--- src/gaps_pkg.sv ---
`timescale 1ns / 1ps

package gaps_pkg;

    localparam int GRID_ROWS = 8;
    localparam int GRID_COLS = 8;
    localparam int NCELLS    = GRID_ROWS * GRID_COLS;
    localparam int CELL_W    = $clog2(NCELLS);
    localparam int CNT_W     = $clog2(NCELLS + 1);
    localparam int COST_W    = 16;
    localparam int F_W       = COST_W + 1;
    localparam int DIST_W    = 12;
    localparam int STEP_W    = 9;
    localparam int MAX_OUT   = 64;
    localparam int OUT_CNT_W = $clog2(MAX_OUT);

    localparam logic [STEP_W-1:0] STEP_ORTHO = 9'd256;
    localparam logic [STEP_W-1:0] STEP_DIAG  = 9'd362;

    localparam logic OP_LOAD   = 1'b0;
    localparam logic OP_SEARCH = 1'b1;

    typedef struct packed {
        logic       operation;
        logic [2:0] row;
        logic [2:0] col;
        logic       blocked;
        logic [2:0] goal_row;
        logic [2:0] goal_col;
    } cmd_item_t;

    typedef struct packed {
        logic [2:0] path_row;
        logic [2:0] path_col;
        logic       found;
        logic       last;
    } res_item_t;

    // write and read controls of the node store
    typedef struct packed {
        logic              order_we;
        logic [CELL_W-1:0] order_waddr;
        logic [CELL_W-1:0] order_wdata;
        logic [CELL_W-1:0] order_raddr;
        logic              cost_we;
        logic [CELL_W-1:0] cost_waddr;
        logic [COST_W-1:0] cost_wdata;
        logic [CELL_W-1:0] cost_raddr;
        logic              par_we;
        logic [CELL_W-1:0] par_waddr;
        logic [CELL_W-1:0] par_wdata;
        logic [CELL_W-1:0] par_raddr;
    } gaps_mem_req_t;

    // round(256 * sqrt(dr*dr + dc*dc))
    function automatic logic [DIST_W-1:0] dist_fx(input logic [2:0] dr, input logic [2:0] dc);
        logic [6:0] n;
        logic [DIST_W-1:0] d;
        n = 7'({4'b0, dr} * {4'b0, dr}) + 7'({4'b0, dc} * {4'b0, dc});
        case (n)
            7'd0:  d = 12'd0;
            7'd1:  d = 12'd256;
            7'd2:  d = 12'd362;
            7'd4:  d = 12'd512;
            7'd5:  d = 12'd572;
            7'd8:  d = 12'd724;
            7'd9:  d = 12'd768;
            7'd10: d = 12'd810;
            7'd13: d = 12'd923;
            7'd16: d = 12'd1024;
            7'd17: d = 12'd1056;
            7'd18: d = 12'd1086;
            7'd20: d = 12'd1145;
            7'd25: d = 12'd1280;
            7'd26: d = 12'd1305;
            7'd29: d = 12'd1379;
            7'd32: d = 12'd1448;
            7'd34: d = 12'd1493;
            7'd36: d = 12'd1536;
            7'd37: d = 12'd1557;
            7'd40: d = 12'd1619;
            7'd41: d = 12'd1639;
            7'd45: d = 12'd1717;
            7'd49: d = 12'd1792;
            7'd50: d = 12'd1810;
            7'd52: d = 12'd1846;
            7'd53: d = 12'd1864;
            7'd58: d = 12'd1950;
            7'd61: d = 12'd1999;
            7'd64: d = 12'd2048;
            7'd65: d = 12'd2064;
            7'd68: d = 12'd2111;
            7'd72: d = 12'd2172;
            7'd74: d = 12'd2202;
            7'd85: d = 12'd2360;
            7'd98: d = 12'd2534;
            default: d = 12'd0;
        endcase
        return d;
    endfunction

endpackage

--- src/gaps_node_store.sv ---
`timescale 1ns / 1ps

module gaps_node_store
    import gaps_pkg::*;
(
    input  logic              clk,
    input  gaps_mem_req_t     req,
    output logic [CELL_W-1:0] order_rdata,
    output logic [COST_W-1:0] cost_rdata,
    output logic [CELL_W-1:0] par_rdata
);

    logic [CELL_W-1:0] order_mem [NCELLS];
    logic [COST_W-1:0] cost_mem  [NCELLS];
    logic [CELL_W-1:0] par_mem   [NCELLS];

    // open list in insertion order
    always_ff @(posedge clk)
    begin
        if (req.order_we)
        begin
            order_mem[req.order_waddr] <= req.order_wdata;
        end
        order_rdata <= order_mem[req.order_raddr];
    end

    // g cost per cell
    always_ff @(posedge clk)
    begin
        if (req.cost_we)
        begin
            cost_mem[req.cost_waddr] <= req.cost_wdata;
        end
        cost_rdata <= cost_mem[req.cost_raddr];
    end

    // parent per cell
    always_ff @(posedge clk)
    begin
        if (req.par_we)
        begin
            par_mem[req.par_waddr] <= req.par_wdata;
        end
        par_rdata <= par_mem[req.par_raddr];
    end

endmodule

--- src/grid_astar_path_search.sv ---
`timescale 1ns / 1ps

// channel | direction | handshake            | payload
// cmd     | in        | cmd_valid, cmd_stall | cmd_item_t: load cell or search
// res     | out       | res_valid, res_stall | res_item_t: path cell, goal first
//
// a load item writes the blocked map and the block stays idle; a search holds cmd_stall high until its last item leaves
// a search scans the open list through the order and cost memories for each expansion,
// then visits each neighbor, then walks the parent chain to send the path items
// reset clears the blocked map and all control state; node memories need no reset
// res_stall holds the output register; no new command is taken while results are pending

module grid_astar_path_search
    import gaps_pkg::*;
(
    input  logic      clk,
    input  logic      rst_n,
    input  logic      cmd_valid,
    output logic      cmd_stall,
    input  cmd_item_t cmd,
    output logic      res_valid,
    input  logic      res_stall,
    output res_item_t res
);

    typedef enum logic [2:0] {
        S_IDLE,
        S_SCAN,
        S_PICK,
        S_NB,
        S_NB_CMP,
        S_NB_END,
        S_OUT,
        S_PWAIT
    } state_t;

    state_t              state_reg;
    logic [NCELLS-1:0]   blocked_reg;
    logic [NCELLS-1:0]   closed_reg;
    logic [NCELLS-1:0]   open_reg;     // cell has been appended this search
    logic [CNT_W-1:0]    app_cnt_reg;  // entries appended to the open list
    logic [CNT_W-1:0]    live_cnt_reg; // appended and not yet closed
    logic [CELL_W-1:0]   start_reg;
    logic [CELL_W-1:0]   goal_reg;

    // scan pipeline
    logic [CNT_W-1:0]    scan_idx_reg;
    logic                s1_vld_reg;
    logic                s2_vld_reg;
    logic [CELL_W-1:0]   s2_cell_reg;
    logic                s2_live_reg;
    logic                best_found_reg;
    logic [F_W-1:0]      best_f_reg;
    logic [CELL_W-1:0]   best_cell_reg;
    logic [COST_W-1:0]   best_g_reg;

    // neighbor walk
    logic [1:0]          dir_r_reg;
    logic [1:0]          dir_c_reg;

    // output
    logic                out_valid_reg;
    res_item_t           res_reg;
    logic [CELL_W-1:0]   out_cell_reg;
    logic [OUT_CNT_W-1:0] out_k_reg;

    gaps_mem_req_t       mreq;
    logic [CELL_W-1:0]   order_rdata;
    logic [COST_W-1:0]   cost_rdata;
    logic [CELL_W-1:0]   par_rdata;

    gaps_node_store u_store (
        .clk         (clk),
        .req         (mreq),
        .order_rdata (order_rdata),
        .cost_rdata  (cost_rdata),
        .par_rdata   (par_rdata)
    );

    assign cmd_stall = (state_reg != S_IDLE);
    assign res_valid = out_valid_reg;
    assign res       = res_reg;

    logic cmd_take;
    logic res_take;
    assign cmd_take = cmd_valid && !cmd_stall;
    assign res_take = out_valid_reg && !res_stall;

    // command cell indexes
    logic              cmd_in_grid;
    logic              goal_in_grid;
    logic [CELL_W-1:0] cmd_cell;
    logic [CELL_W-1:0] cmd_goal;
    assign cmd_in_grid  = (int'(cmd.row) < GRID_ROWS) && (int'(cmd.col) < GRID_COLS);
    assign goal_in_grid = (int'(cmd.goal_row) < GRID_ROWS) && (int'(cmd.goal_col) < GRID_COLS);
    assign cmd_cell = CELL_W'(int'(cmd.row) * GRID_COLS + int'(cmd.col));
    assign cmd_goal = CELL_W'(int'(cmd.goal_row) * GRID_COLS + int'(cmd.goal_col));

    // heuristic for the cell leaving the cost memory
    logic [2:0]        s2_row;
    logic [2:0]        s2_col;
    logic [2:0]        goal_row;
    logic [2:0]        goal_col;
    logic [2:0]        h_dr;
    logic [2:0]        h_dc;
    logic [F_W-1:0]    s2_f;
    assign s2_row   = 3'(s2_cell_reg / GRID_COLS);
    assign s2_col   = 3'(s2_cell_reg % GRID_COLS);
    assign goal_row = 3'(goal_reg / GRID_COLS);
    assign goal_col = 3'(goal_reg % GRID_COLS);
    assign h_dr = (s2_row > goal_row) ? s2_row - goal_row : goal_row - s2_row;
    assign h_dc = (s2_col > goal_col) ? s2_col - goal_col : goal_col - s2_col;
    assign s2_f = {1'b0, cost_rdata} + F_W'(dist_fx(h_dr, h_dc));

    // neighbor of the expanded cell, offsets carried as +1 so no negatives appear
    logic [4:0]        nr_p1;
    logic [4:0]        nc_p1;
    logic              nb_in_grid;
    logic              nb_center;
    logic              nb_diag;
    logic [CELL_W-1:0] nb_cell;
    logic              nb_ok;
    logic [F_W-1:0]    ng_sum;
    logic [COST_W-1:0] ng;
    logic              dir_last;
    assign nr_p1 = 5'(best_cell_reg / GRID_COLS) + {3'b0, dir_r_reg};
    assign nc_p1 = 5'(best_cell_reg % GRID_COLS) + {3'b0, dir_c_reg};
    assign nb_in_grid = (nr_p1 != 5'd0) && (int'(nr_p1) <= GRID_ROWS)
                     && (nc_p1 != 5'd0) && (int'(nc_p1) <= GRID_COLS);
    assign nb_center = (dir_r_reg == 2'd1) && (dir_c_reg == 2'd1);
    assign nb_diag   = (dir_r_reg != 2'd1) && (dir_c_reg != 2'd1);
    assign nb_cell = CELL_W'((int'(nr_p1) - 1) * GRID_COLS + int'(nc_p1) - 1);
    assign nb_ok = nb_in_grid && !nb_center && !closed_reg[nb_cell] && !blocked_reg[nb_cell];
    assign ng_sum = {1'b0, best_g_reg} + F_W'(nb_diag ? STEP_DIAG : STEP_ORTHO);
    assign ng = ng_sum[F_W-1] ? {COST_W{1'b1}} : ng_sum[COST_W-1:0];
    assign dir_last = (dir_r_reg == 2'd2) && (dir_c_reg == 2'd2);

    logic out_end;
    assign out_end = (out_cell_reg == start_reg) || (out_k_reg == OUT_CNT_W'(MAX_OUT - 1));

    // memory requests
    always_comb
    begin
        mreq = '0;
        mreq.order_raddr = scan_idx_reg[CELL_W-1:0];
        mreq.cost_raddr  = order_rdata;
        mreq.par_raddr   = out_cell_reg;
        unique case (state_reg)
            S_IDLE:
            begin
                if (cmd_take && cmd.operation == OP_SEARCH && cmd_in_grid && goal_in_grid)
                begin
                    mreq.order_we    = 1'b1;
                    mreq.order_waddr = '0;
                    mreq.order_wdata = cmd_cell;
                    mreq.cost_we     = 1'b1;
                    mreq.cost_waddr  = cmd_cell;
                    mreq.cost_wdata  = '0;
                    mreq.par_we      = 1'b1;
                    mreq.par_waddr   = cmd_cell;
                    mreq.par_wdata   = cmd_cell;
                end
            end
            S_NB:
            begin
                mreq.cost_raddr = nb_cell;
                if (nb_ok && !open_reg[nb_cell])
                begin
                    mreq.order_we    = 1'b1;
                    mreq.order_waddr = app_cnt_reg[CELL_W-1:0];
                    mreq.order_wdata = nb_cell;
                    mreq.cost_we     = 1'b1;
                    mreq.cost_waddr  = nb_cell;
                    mreq.cost_wdata  = ng;
                    mreq.par_we      = 1'b1;
                    mreq.par_waddr   = nb_cell;
                    mreq.par_wdata   = best_cell_reg;
                end
            end
            S_NB_CMP:
            begin
                // update in place only on a strictly better g
                if (ng < cost_rdata)
                begin
                    mreq.cost_we    = 1'b1;
                    mreq.cost_waddr = nb_cell;
                    mreq.cost_wdata = ng;
                    mreq.par_we     = 1'b1;
                    mreq.par_waddr  = nb_cell;
                    mreq.par_wdata  = best_cell_reg;
                end
            end
            default:
            begin
            end
        endcase
    end

    always_ff @(posedge clk or negedge rst_n)
    begin
        if (!rst_n)
        begin
            state_reg      <= S_IDLE;
            blocked_reg    <= '0;
            closed_reg     <= '0;
            open_reg       <= '0;
            app_cnt_reg    <= '0;
            live_cnt_reg   <= '0;
            scan_idx_reg   <= '0;
            s1_vld_reg     <= 1'b0;
            s2_vld_reg     <= 1'b0;
            best_found_reg <= 1'b0;
            dir_r_reg      <= '0;
            dir_c_reg      <= '0;
            out_valid_reg  <= 1'b0;
            out_k_reg      <= '0;
        end
        else
        begin
            unique case (state_reg)
                S_IDLE:
                begin
                    if (cmd_take)
                    begin
                        if (cmd.operation == OP_LOAD)
                        begin
                            if (cmd_in_grid)
                            begin
                                blocked_reg[cmd_cell] <= cmd.blocked;
                            end
                        end
                        else if (cmd_in_grid && goal_in_grid)
                        begin
                            start_reg      <= cmd_cell;
                            goal_reg       <= cmd_goal;
                            closed_reg     <= '0;
                            open_reg       <= NCELLS'(1) << cmd_cell;
                            app_cnt_reg    <= CNT_W'(1);
                            live_cnt_reg   <= CNT_W'(1);
                            scan_idx_reg   <= '0;
                            s1_vld_reg     <= 1'b0;
                            s2_vld_reg     <= 1'b0;
                            best_found_reg <= 1'b0;
                            state_reg      <= S_SCAN;
                        end
                        else
                        begin
                            // start or goal off the grid: no path
                            res_reg       <= '{path_row: '0, path_col: '0, found: 1'b0,
                                               last: 1'b1};
                            out_valid_reg <= 1'b1;
                            state_reg     <= S_OUT;
                        end
                    end
                end
                S_SCAN:
                begin
                    // issue order reads, then cost reads, then compare f
                    if (scan_idx_reg != app_cnt_reg)
                    begin
                        scan_idx_reg <= scan_idx_reg + CNT_W'(1);
                        s1_vld_reg   <= 1'b1;
                    end
                    else
                    begin
                        s1_vld_reg <= 1'b0;
                    end
                    s2_vld_reg  <= s1_vld_reg;
                    s2_cell_reg <= order_rdata;
                    s2_live_reg <= !closed_reg[order_rdata];
                    if (s2_vld_reg && s2_live_reg && (!best_found_reg || s2_f < best_f_reg))
                    begin
                        best_found_reg <= 1'b1;
                        best_f_reg     <= s2_f;
                        best_cell_reg  <= s2_cell_reg;
                        best_g_reg     <= cost_rdata;
                    end
                    if (scan_idx_reg == app_cnt_reg && !s1_vld_reg && !s2_vld_reg)
                    begin
                        state_reg <= S_PICK;
                    end
                end
                S_PICK:
                begin
                    closed_reg[best_cell_reg] <= 1'b1;
                    live_cnt_reg <= live_cnt_reg - CNT_W'(1);
                    if (best_cell_reg == goal_reg)
                    begin
                        out_cell_reg  <= best_cell_reg;
                        out_k_reg     <= '0;
                        res_reg       <= '{path_row: 3'(best_cell_reg / GRID_COLS),
                                           path_col: 3'(best_cell_reg % GRID_COLS),
                                           found: 1'b1,
                                           last: (best_cell_reg == start_reg)};
                        out_valid_reg <= 1'b1;
                        state_reg     <= S_OUT;
                    end
                    else
                    begin
                        dir_r_reg <= '0;
                        dir_c_reg <= '0;
                        state_reg <= S_NB;
                    end
                end
                S_NB, S_NB_CMP:
                begin
                    if (state_reg == S_NB && nb_ok && open_reg[nb_cell])
                    begin
                        // already open: read its g first
                        state_reg <= S_NB_CMP;
                    end
                    else
                    begin
                        if (state_reg == S_NB && nb_ok)
                        begin
                            open_reg[nb_cell] <= 1'b1;
                            app_cnt_reg  <= app_cnt_reg + CNT_W'(1);
                            live_cnt_reg <= live_cnt_reg + CNT_W'(1);
                        end
                        if (dir_last)
                        begin
                            state_reg <= S_NB_END;
                        end
                        else
                        begin
                            state_reg <= S_NB;
                            if (dir_c_reg == 2'd2)
                            begin
                                dir_c_reg <= '0;
                                dir_r_reg <= dir_r_reg + 2'd1;
                            end
                            else
                            begin
                                dir_c_reg <= dir_c_reg + 2'd1;
                            end
                        end
                    end
                end
                S_NB_END:
                begin
                    if (live_cnt_reg != '0)
                    begin
                        scan_idx_reg   <= '0;
                        s1_vld_reg     <= 1'b0;
                        s2_vld_reg     <= 1'b0;
                        best_found_reg <= 1'b0;
                        state_reg      <= S_SCAN;
                    end
                    else
                    begin
                        res_reg       <= '{path_row: '0, path_col: '0, found: 1'b0,
                                           last: 1'b1};
                        out_valid_reg <= 1'b1;
                        state_reg     <= S_OUT;
                    end
                end
                S_OUT:
                begin
                    if (res_take)
                    begin
                        out_valid_reg <= 1'b0;
                        state_reg     <= res_reg.last ? S_IDLE : S_PWAIT;
                    end
                end
                S_PWAIT:
                begin
                    // parent read issued in the last output cycle
                    out_cell_reg  <= par_rdata;
                    out_k_reg     <= out_k_reg + OUT_CNT_W'(1);
                    out_valid_reg <= 1'b1;
                    state_reg     <= S_OUT;
                    res_reg       <= '{path_row: 3'(par_rdata / GRID_COLS),
                                       path_col: 3'(par_rdata % GRID_COLS),
                                       found: 1'b1,
                                       last: (par_rdata == start_reg)
                                          || (out_k_reg == OUT_CNT_W'(MAX_OUT - 2))};
                end
                default:
                begin
                    state_reg <= S_IDLE;
                end
            endcase
        end
    end

    // a pending result always blocks new commands
    a_res_blocks_cmd: assert property (@(posedge clk) disable iff (!rst_n)
        res_valid |-> cmd_stall)
        else $error("result pending while commands are taken");

    // live open entries never exceed appended entries
    a_live_le_app: assert property (@(posedge clk) disable iff (!rst_n)
        live_cnt_reg <= app_cnt_reg)
        else $error("open live count above append count");

    // the last flag of a path item matches the walk position
    a_last_flag: assert property (@(posedge clk) disable iff (!rst_n)
        (res_valid && res.found) |-> (res.last == out_end))
        else $error("last flag mismatch on path item");

    // taking the final item releases the block next cycle
    a_last_release: assert property (@(posedge clk) disable iff (!rst_n)
        (res_valid && !res_stall && res.last) |=> (!res_valid && !cmd_stall))
        else $error("block not idle after final item");

endmodule

--- config.mk ---
export PLATFORM = sky130hd
export DESIGN_NAME = grid_astar_path_search
export DESIGN_NICKNAME = d
export VERILOG_FILES = /design/src/gaps_pkg.sv /design/src/gaps_node_store.sv /design/src/grid_astar_path_search.sv
export SDC_FILE = /design/constraint.sdc
export NUM_CORES = 2
export LEC_CHECK = 0
export ABC_AREA = 0
export BUFFER_PORTS_ARGS = -buffer_cell sky130_fd_sc_hd__buf_2
export CAP_MARGIN = 20
export CORE_ASPECT_RATIO = 0.7
export CORE_UTILIZATION = 45
export DETAILED_ROUTE_END_ITERATION = 12
export PLACE_DENSITY_LB_ADDON = 0.15
export SETUP_SLACK_MARGIN = 0.1
export SLEW_MARGIN = 40
export SYNTH_ARGS = -nofsm -noshare
export SYNTH_HDL_FRONTEND = slang
export SYNTH_HIERARCHICAL = 1
export SYNTH_SLANG_ARGS = --single-unit
--- constraint.sdc ---
create_clock -name clk -period 10.7 [get_ports clk]
set_input_delay 2.14 -clock clk [delete_from_list [all_inputs] [get_ports clk]]
set_output_delay 2.14 -clock clk [all_outputs]
set_load 0.005 [all_outputs]
==> results.json <==
{
  "top_register": "u_store/cost_mem",
  "use_met1_pct": 35.7,
  "nNetsFinal": 5378,
  "critPathTopFamily": "compound AO/OA/AOI/OAI gates",
  "ys_seq_area_share_pct": 70.0,
  "fin_crit_sh_pct": 90.1,
  "dieHeight_um": 374,
  "critPathMaxStageDelay_ns": 0.67,
  "crit_path_max_fanout": 24,
  "drt_wl_total_um": 228000,
  "drc": 0,
  "synth.distinct_cells": 91,
  "core_um2": 196000,
  "worstPathRequired_ns": 11.20,
  "syn_to_final_growth_pct": 11.9,
  "cp_num_buf_inv": 6,
  "vias_per_cell": 6.02,
  "reg_top3": "u_store/cost_mem (1024), u_store/order_mem (384), u_store/par_mem (384)",
  "ctsResizeCount": 0,
  "gp_congestion": 0.846,
  "drv_slew": 0,
  "grtUsageMet2_pct": 32.8,
  "io_pins": 28,
  "cts.clk_slew.worst_paths_ns": 0.06,
  "grt_util_all_layers_pct": 22.8,
  "cts_tree": "done",
  "cts_root_buffer": "clkbuf_16",
  "endpoint_kind": "flop",
  "fin_tns_setup_ns": 0,
  "synth_fp_nets": 5259,
  "fp.dieW_um": 534,
  "hold_class": "reg2reg",
  "grt_pass1_wl_um": 336000,
  "leakage_nw": 33.1,
  "yosys_register_bits": 2122,
  "cpMostUsedCell": "o21ai_0",
  "critPathKind": "reg2reg",
  "rows": 136,
  "drt-pass1-iter-count": 6,
  "grt_max_degree": 116,
  "crit_slowest_cell": "fa_2",
  "post-route-min-period_ns": 9.64,
  "cts_max_level": 4,
  "antenna_left": 0,
  "die_area_um2": 200000,
  "place_ws_ns": 0.872,
  "clk_latency_ns": 0.87,
  "setup-violations-final": 0,
  "design_power_total_mw": 33.7,
  "power_density_nw_per_um2": 338,
  "rsz0062_at_grt": "false",
  "synth_cells": 5139,
  "post-cts-setup-buffers": 0,
  "syn-mean-instance-area_um2": 17.3,
  "grt_pass1_vias": 47700,
  "clock_path_buffers": 4,
  "wl_per_cell_um": 28.4,
  "ys_async_sr_fraction_pct": 10.8,
  "synthFlopType": "edfxtp_1",
  "antenna_found_initial": 10,
  "overflow": 0,
  "largest_reg_flops": 1024,
  "vdd_drop_max_mv": 0.356,
  "status": "complete, no violations",
  "setup_ws_ns": 1.06,
  "clock.fmax_mhz": 104,
  "yosysWarnings": 6,
  "busiest_layer": "met1",
  "hpwlAfterDp_um": 140000,
  "vias": 48400,
  "worst_slew_pin_slew_ns": 0.932,
  "slew_headroom_pct": 37.4,
  "use_met3_pct": 4.40,
  "drv_cap": 0,
  "critPathArrivalTime_ns": 10.14,
  "syn_area_um2": 89000,
  "cts_made_buffers": 207,
  "fin_skew_ns": 0.0620,
  "port_buffers": 27,
  "critPathLaunchType": "flop",
  "holdBufCountCts": 0,
  "cts.sinks": 2122,
  "first_iter_violations": 5545,
  "synth_edf_count": 1864,
  "drive_gt1_share_pct": 23.8,
  "start_util_pct": 45.3,
  "finalHoldViolCount": 0
}
-- layout make-up --
cell class | instances | area [um2]
fill | 16000 | 96700
clock buffer | 247 | 5410
antenna | 4 | 10.0
timing repair buffer | 200 | 1670
multi-input combinational | 2616 | 25500
tap | 2622 | 3280
inverter | 111 | 422
clock inverter | 114 | 1060
sequential | 2122 | 62300
-- path summary, 6_finish.rpt --
| kind | start | to | slack, ns | cells after the start |
|---|---|---|---|---|
| worst max-delay path | goal_reg[4]$_DFFE_PP_ | best_f_reg[1]$_DFFE_PP_ | 1.06 | 39 |
| worst min-delay path | u_store/cost_rdata[15]$_DFF_P_ | best_g_reg[15]$_DFFE_PP_ | 0.44 | 0 |
| worst max register to register | goal_reg[4]$_DFFE_PP_ | best_f_reg[1]$_DFFE_PP_ | 1.06 | 39 |
| worst min register to register | u_store/cost_rdata[15]$_DFF_P_ | best_g_reg[15]$_DFFE_PP_ | 0.44 | 0 |
| max in group asynchronous | rst_n | blocked_reg[21]$_DFFE_PN0P_ | 8.20 | 3 |
| min in group asynchronous | rst_n | s1_vld_reg$_DFFE_PN0P_ | 1.13 | 1 |
-- power breakdown --
group | total, mW | internal, mW | switching [mW]
sequential | 11.0 | 10.6 | 0.379
combinational | 15.6 | 5.72 | 9.83
clock | 7.15 | 4.03 | 3.12
-- layout by cell type, fill, tap and decap left out, types with 106 or more instances in the layout --
master | Yosys | routed
edfxtp_1 | 1864 | 1864
mux4_2 | 502 | 502
nor2_1 | 419 | 380
dfrtp_1 | 230 | 227
clkbuf_16 | 0 | 210
a21oi_1 | 210 | 206
nand2_1 | 205 | 203
buf_4 | 29 | 151
o21ai_0 | 160 | 133
mux2_2 | 115 | 115
inv_1 | 106 | 106
-- worst reg2reg max path: cells and delay by family, from the launching register on --
family                   cells  cell delay, ns
XOR/XNOR                     1            0.20
AO/OA/AOI/OAI               20            3.80
AND/OR/NAND/NOR              3            0.42
flip-flops                   1            0.42
adder cells (fa/ha/maj)      8            3.07
multiplexers                 1            0.37
buffers and inverters        6            1.05
-- metrics by stage --
step | util (%) | hold slack, ns | instance area, um2 | std cells
floorplan | - | 0.406 | 89000 | 5139
global placement | 47.2 | 0.418 | 92800 | 7662
detailed placement | 47.4 | 0.436 | 93000 | 7668
CTS | 50.7 | 0.439 | 99500 | 8029
global route | 50.7 | 0.460 | 99600 | 8034
finish | 50.7 | 0.440 | 99600 | 8036
-- synth_stat cells, types with 9 or more instances --
cell type | number | area [um2]
nand3_1 | 67 | 335
buf_6 | 23 | 259
nor3_1 | 110 | 551
or3_1 | 9 | 56.3
clkbuf_1 | 137 | 514
o21a_1 | 13 | 97.6
o221a_2 | 10 | 113
dfxtp_1 | 28 | 561
dfrtp_1 | 230 | 5760
o21ai_1 | 10 | 50.1
nor2_1 | 419 | 1570
nand2b_1 | 21 | 131
o211ai_1 | 10 | 75.1
o32ai_1 | 11 | 96.3
o21ai_0 | 160 | 801
a21o_1 | 28 | 210
nand2_1 | 205 | 769
a22oi_1 | 33 | 248
and3_1 | 12 | 75.1
a221oi_1 | 19 | 166
mux2_2 | 115 | 1290
xnor2_1 | 38 | 333
or3b_2 | 10 | 87.6
buf_4 | 29 | 218
inv_1 | 106 | 398
o22ai_1 | 52 | 325
fa_1 | 12 | 240
a31oi_1 | 17 | 106
buf_1 | 31 | 116
o21ai_2 | 21 | 184
nand3b_1 | 21 | 158
a21oi_1 | 210 | 1050
a211oi_1 | 38 | 285
nand4_1 | 20 | 125
buf_2 | 68 | 340
edfxtp_1 | 1864 | 56000
xor2_1 | 34 | 298
mux4_2 | 502 | 11300
ha_1 | 90 | 1130
nor2b_1 | 61 | 382
mux2i_1 | 79 | 791
a22o_1 | 14 | 123
o221ai_1 | 26 | 228
-- routing by layer --
| metal | vias to the layer above | share of wire [%] |
|---|---|---|
| li1 | 20700 | - |
| met1 | 25500 | 46 |
| met2 | 1846 | 44 |
| met3 | 307 | 7.8 |
| met4 | 6 | 2.1 |
| met5 | - | 0.017 |
-- kinds of logic (layout without fill, tap and decap cells) --
family	count (synthesis)	count (layout)	synth area share, %
AO/OA/AOI/OAI	744	744	5.43
XOR/XNOR	73	73	0.727
multiplexers	697	697	15.1
other	0	4	0
adder cells (fa/ha/maj)	102	102	1.53
flip-flops	2122	2122	70.0
buffers and inverters	401	672	2.11
AND/OR/NAND/NOR	1000	1000	5.19
No activity file was read; power rests on OpenSTA's default activity.
